--- src/hw/rtl/tkn_pkg.sv ---
// Shared types and constants for the top-k nearest neighbour search block
package tkn_pkg;

  localparam int MAX_DIM = 1024;
  localparam int MAX_K   = 64;
  localparam int DIM_W   = $clog2(MAX_DIM);
  localparam int K_W     = $clog2(MAX_K) + 1;
  localparam int LEN_W   = 11;
  localparam int VAL_W   = 16;
  localparam int ID_W    = 16;
  localparam int DIST_W  = 32;
  localparam int DIFF_W  = 43;
  localparam int DOT_W   = 42;
  localparam int NORM_W  = 41;
  localparam int MAG_W   = 41;
  localparam int PROD_W  = 82;
  localparam int ROOT_W  = PROD_W / 2;
  localparam int REM_W   = ROOT_W + 3;
  localparam int NUM_W   = MAG_W + 30;
  localparam int STEP_W  = 7;
  localparam int NB_LO_W = 21;

  localparam logic [DIST_W-1:0] ONE_Q30  = 32'h4000_0000;
  localparam logic [ROOT_W-1:0] EPS_ROOT = 41'd16;

  typedef enum logic [1:0] {
    KIND_QUERY = 2'd0,
    KIND_CAND  = 2'd1,
    KIND_FLUSH = 2'd2,
    KIND_NONE  = 2'd3
  } kind_t;

  localparam logic [1:0] REG_METRIC = 2'd0;
  localparam logic [1:0] REG_TOPK   = 2'd1;
  localparam logic [1:0] REG_LEN    = 2'd2;

  typedef struct packed {
    logic ins;
    logic trim;
    logic pop;
  } cell_ctrl_t;

  typedef struct packed {
    logic              valid;
    logic              keep;
    logic [ID_W-1:0]   id;
    logic [DIST_W-1:0] dst;
  } cell_out_t;

endpackage

--- src/hw/rtl/tkn_cell.sv ---
// One entry of the sorted neighbour list, shifting to its neighbours on insert and pop
module tkn_cell (
  input  logic                      clk,
  input  logic                      rst_n,
  input  tkn_pkg::cell_ctrl_t       ctrl,
  input  logic                      beyond_k,
  input  logic [tkn_pkg::ID_W-1:0]  new_id,
  input  logic [tkn_pkg::DIST_W-1:0] new_dist,
  input  tkn_pkg::cell_out_t        left,
  input  tkn_pkg::cell_out_t        right,
  output tkn_pkg::cell_out_t        cell_o
);

  logic                       valid_r, valid_nxt;
  logic [tkn_pkg::ID_W-1:0]   id_r, id_nxt;
  logic [tkn_pkg::DIST_W-1:0] dist_r, dist_nxt;
  logic                       keep;

  // ties stay ahead of the newcomer
  assign keep = valid_r && (dist_r <= new_dist);

  always_comb begin
    valid_nxt = valid_r;
    id_nxt    = id_r;
    dist_nxt  = dist_r;
    priority if (ctrl.pop) begin
      valid_nxt = right.valid;
      id_nxt    = right.id;
      dist_nxt  = right.dst;
    end else if (ctrl.ins) begin
      priority if (beyond_k) begin
        valid_nxt = 1'b0;
      end else if (keep) begin
        valid_nxt = valid_r;
      end else if (left.keep) begin
        valid_nxt = 1'b1;
        id_nxt    = new_id;
        dist_nxt  = new_dist;
      end else begin
        valid_nxt = left.valid;
        id_nxt    = left.id;
        dist_nxt  = left.dst;
      end
    end else if (ctrl.trim && beyond_k) begin
      valid_nxt = 1'b0;
    end
  end

  always_ff @(posedge clk) begin
    if (!rst_n) begin
      valid_r <= 1'b0;
    end else begin
      valid_r <= valid_nxt;
    end
    id_r   <= id_nxt;
    dist_r <= dist_nxt;
  end

  assign cell_o.valid = valid_r;
  assign cell_o.keep  = keep;
  assign cell_o.id    = id_r;
  assign cell_o.dst   = dist_r;

endmodule

--- config.mk ---
export PLATFORM = sky130hd
export DESIGN_NAME = tkn_cell
export DESIGN_NICKNAME = d
export VERILOG_FILES = /design/src/hw/rtl/tkn_pkg.sv /design/src/hw/rtl/tkn_cell.sv
export SDC_FILE = /design/constraint.sdc
export NUM_CORES = 1
export LEC_CHECK = 0
export BUFFER_PORTS_ARGS = -buffer_cell sky130_fd_sc_hd__buf_2
export CAP_MARGIN = 20
export CORE_ASPECT_RATIO = 1.4
export CORE_MARGIN = 5
export CORE_UTILIZATION = 40
export CTS_CLUSTER_DIAMETER = 100
export DETAILED_ROUTE_END_ITERATION = 8
export HOLD_SLACK_MARGIN = 0.1
export PLACE_DENSITY = 0.78
export SLEW_MARGIN = 10
export SYNTH_ARGS = -nofsm -noshare
export SYNTH_HDL_FRONTEND = slang
export SYNTH_SLANG_ARGS = --single-unit
--- constraint.sdc ---
create_clock -name clk -period 3.8 [get_ports clk]
set_input_delay 0.76 -clock clk [delete_from_list [all_inputs] [get_ports clk]]
set_output_delay 0.76 -clock clk [all_outputs]
set_load 0.01 [all_outputs]
==> impl_metrics.yaml <==
outcome:
  status: "completed"
pwr:
  p_per_area_nw_per_um2: 337
  ir_drop_v: 0.000180
  finalPower_mw: 1.58
  power.leakage_nw: 2.40
global_route:
  antenna_found_initial: 0
  grt_max_degree: 54
  overflow: 0
  grt_pass1_vias: 3389
  grt_first_pass_wirelength_mm: 15.1
  grt_use_total_pct: 18.3
placement:
  pre_cts_ws_ns: 0.343
  portBuffers: 202
  dp_hpwl_mm: 7.90
  dp_cells: 638
  place.gp.congestion: 0.794
clocking:
  cts_hold_buf: 0
  htreeDepth: 2
  ctsResizeCount: 0
  cts_root_buf: "clkbuf_16"
  path_clk_slew_ns: 0.06
  clk_path_buf_depth: 2
  cts_tree: "done"
  post_cts_buffers: 0
  clkLatencyLatePin_ns: 0.29
  cts_buffers: 5
  cts.sinks: 49
floorplanning:
  die_area_um2: 10500
  start_util_pct: 40.4
  fp.dieW_um: 88.1
  die_y_um: 119
  io-pin-count: 204
  coreArea_um2: 8460
  fp-row-count: 40
logic_synthesis:
  synth_common_cells: "nand2_1 (59), o21ai_1 (49), edfxtp_1 (48), mux2i_1 (48)"
  async_reset_ff_share_pct: 0
  synth_nets: 533
  ys_ff_latch: 49
  synth_top_area_share_pct: 42.2
  syn_inst: 347
  avgSynthCellArea_um2: 9.84
  syn_area_um2: 3420
  synth-edff-count: 48
  ys_top_cells_by_area: "edfxtp_1 (42%), mux2i_1 (14%), ha_1 (12%)"
  yosysWarnings: 0
  ys_dominant_reg_cell: "edfxtp_1"
  synth.most_common_cell: "nand2_1"
  yosysTopAreaCell: "edfxtp_1"
  seq_area_frac_synth_pct: 42.8
  synthDistinctLibCells: 37
critical_path:
  arrival_ns: 2.68
  critPathMaxFanout: 5
  path_delay_family: "simple AND/OR/NAND/NOR gates"
  end_kind: "primary output"
  path_buf_inv: 3
  worstPathRequired_ns: 3.04
  regToRegStartpoint: "dist_r[30]"
  cp_slowest_cell: "or4_4"
  path_class: "in -> out"
  critPathMaxStageDelay_ns: 0.62
  start_kind: "input port"
  crit_top_cell: "buf_2"
  startpoint: "new_dist[30]"
  cp_cell_sequence: "buf_2, inv_1, ha_1, nand4_2, or4_4, nor4_4, o21bai_1, buf_2"
detailed_routing:
  post_drt_wl_per_cell_um: 14.8
  drc: 0
  highest_layer: "met4"
  route.met2.wl_mm: 5.20
  dr.pass1.iters: 4
  final_antenna_net_count: 0
  first_iter_violations: 105
  vias_per_cell: 4.99
  met1_length_mm: 3.37
  wl_mm: 9.58
  dr_total_vias: 3226
  met3_length_um: 866
timing:
  worst_slack_ns: 0.357
  hold_viol: 0
  report.final.slew_viol_count: 0
  min_period_over_period_pct: 90.6
  setup_tns_ns: 0
  slew_headroom_pct: 47.6
  worst_slew_pin_slew_ns: 0.785
  finalCriticalPeriod_ns: 3.44
  fin_skew_ns: 0.00832
  setup_viol: 0
  rsz0062_at_grt: "no"
  max_freq_mhz: 290
finish:
  syn_to_final_growth_pct: 37.2
  final_core_util_pct: 55.4
  final_cells: 646
  drive_gt1_share_pct: 40.7
  nets: 726
  antenna_cells: 0
flow_run:
  drv_cap: 0
min_path:
  hp-class: "in -> reg"
  min_from: "rst_n"
-- kinds of logic after synthesis --
| logic type | Yosys count | synth area share, % |
|---|---|---|
| muxes | 48 | 14.1 |
| adders and majority gates | 32 | 11.7 |
| buffers and inverters | 51 | 5.90 |
| DFF | 49 | 42.8 |
| and+or+nand+nor | 85 | 12.2 |
| AOI/OAI and AO/OA | 82 | 13.3 |
-- routing by layer --
| metal | up-vias | global-route usage [%] |
|---|---|---|
| li1 | 1639 | - |
| met1 | 1444 | 19.4 |
| met2 | 131 | 34.2 |
| met3 | 12 | 4.98 |
| met4 | 0 | 5.20 |
| met5 | - | 0 |
-- worst min-delay path: stages --
cell and delay [ns]:
buf_2 0.10, nand3_1 0.06, nor3_1 0.04
-- sequential cells by signal, indices dropped and copies added (netlist names) --
register and cells:
id_r 16, valid_r 1, dist_r 32
-- per-stage QoR --
step                hold WS [ns]  cell area (um^2)
finish                     0.711              4690
global route               0.719              4690
CTS                        0.701              4690
detailed placement         0.805              4520
global placement           0.803              4520
floorplan                  0.658              3420
-- layout make-up --
| cell class | instances | area [um^2] |
|---|---|---|
| tap | 105 | 131 |
| timing repair buffer | 205 | 1050 |
| clock buffer | 5 | 125 |
| inverter | 32 | 120 |
| clock inverter | 3 | 46.3 |
| multi-input combinational | 247 | 1750 |
| fill | 779 | 3770 |
| sequential | 49 | 1460 |
-- report_power, final --
part | switching (mW) | internal [mW]
logic | 0.209 | 0.182
clock network | 0.197 | 0.312
registers | 0.0218 | 0.657
total | 0.428 | 1.15
-- cell usage in the layout, fill, tap and decap left out, types with 2 or more instances in the layout --
| cell | n |
|---|---|
| buf_2 | 201 |
| nand2_1 | 59 |
| o21ai_1 | 49 |
| mux2i_1 | 48 |
| edfxtp_1 | 48 |
| inv_1 | 32 |
| ha_1 | 32 |
| a21oi_1 | 15 |
| nand4_1 | 5 |
| o21ai_0 | 5 |
| clkbuf_16 | 5 |
| nand3_1 | 4 |
| nand2b_1 | 4 |
| nor2_1 | 3 |
| buf_4 | 3 |
| or4_4 | 2 |
| nor3_1 | 2 |
| a311oi_1 | 2 |
-- path summary, 6_finish.rpt --
kind                                    to  slack, ns  cells after the start
worst min-delay path               valid_r       0.71                      3
worst max register to register  dist_r[13]       0.86                      7
worst max-delay path            cell_o[48]       0.36                      8
worst min register to register     valid_r       0.78                      3
Note: power is estimated with default switching activity, not from simulation.
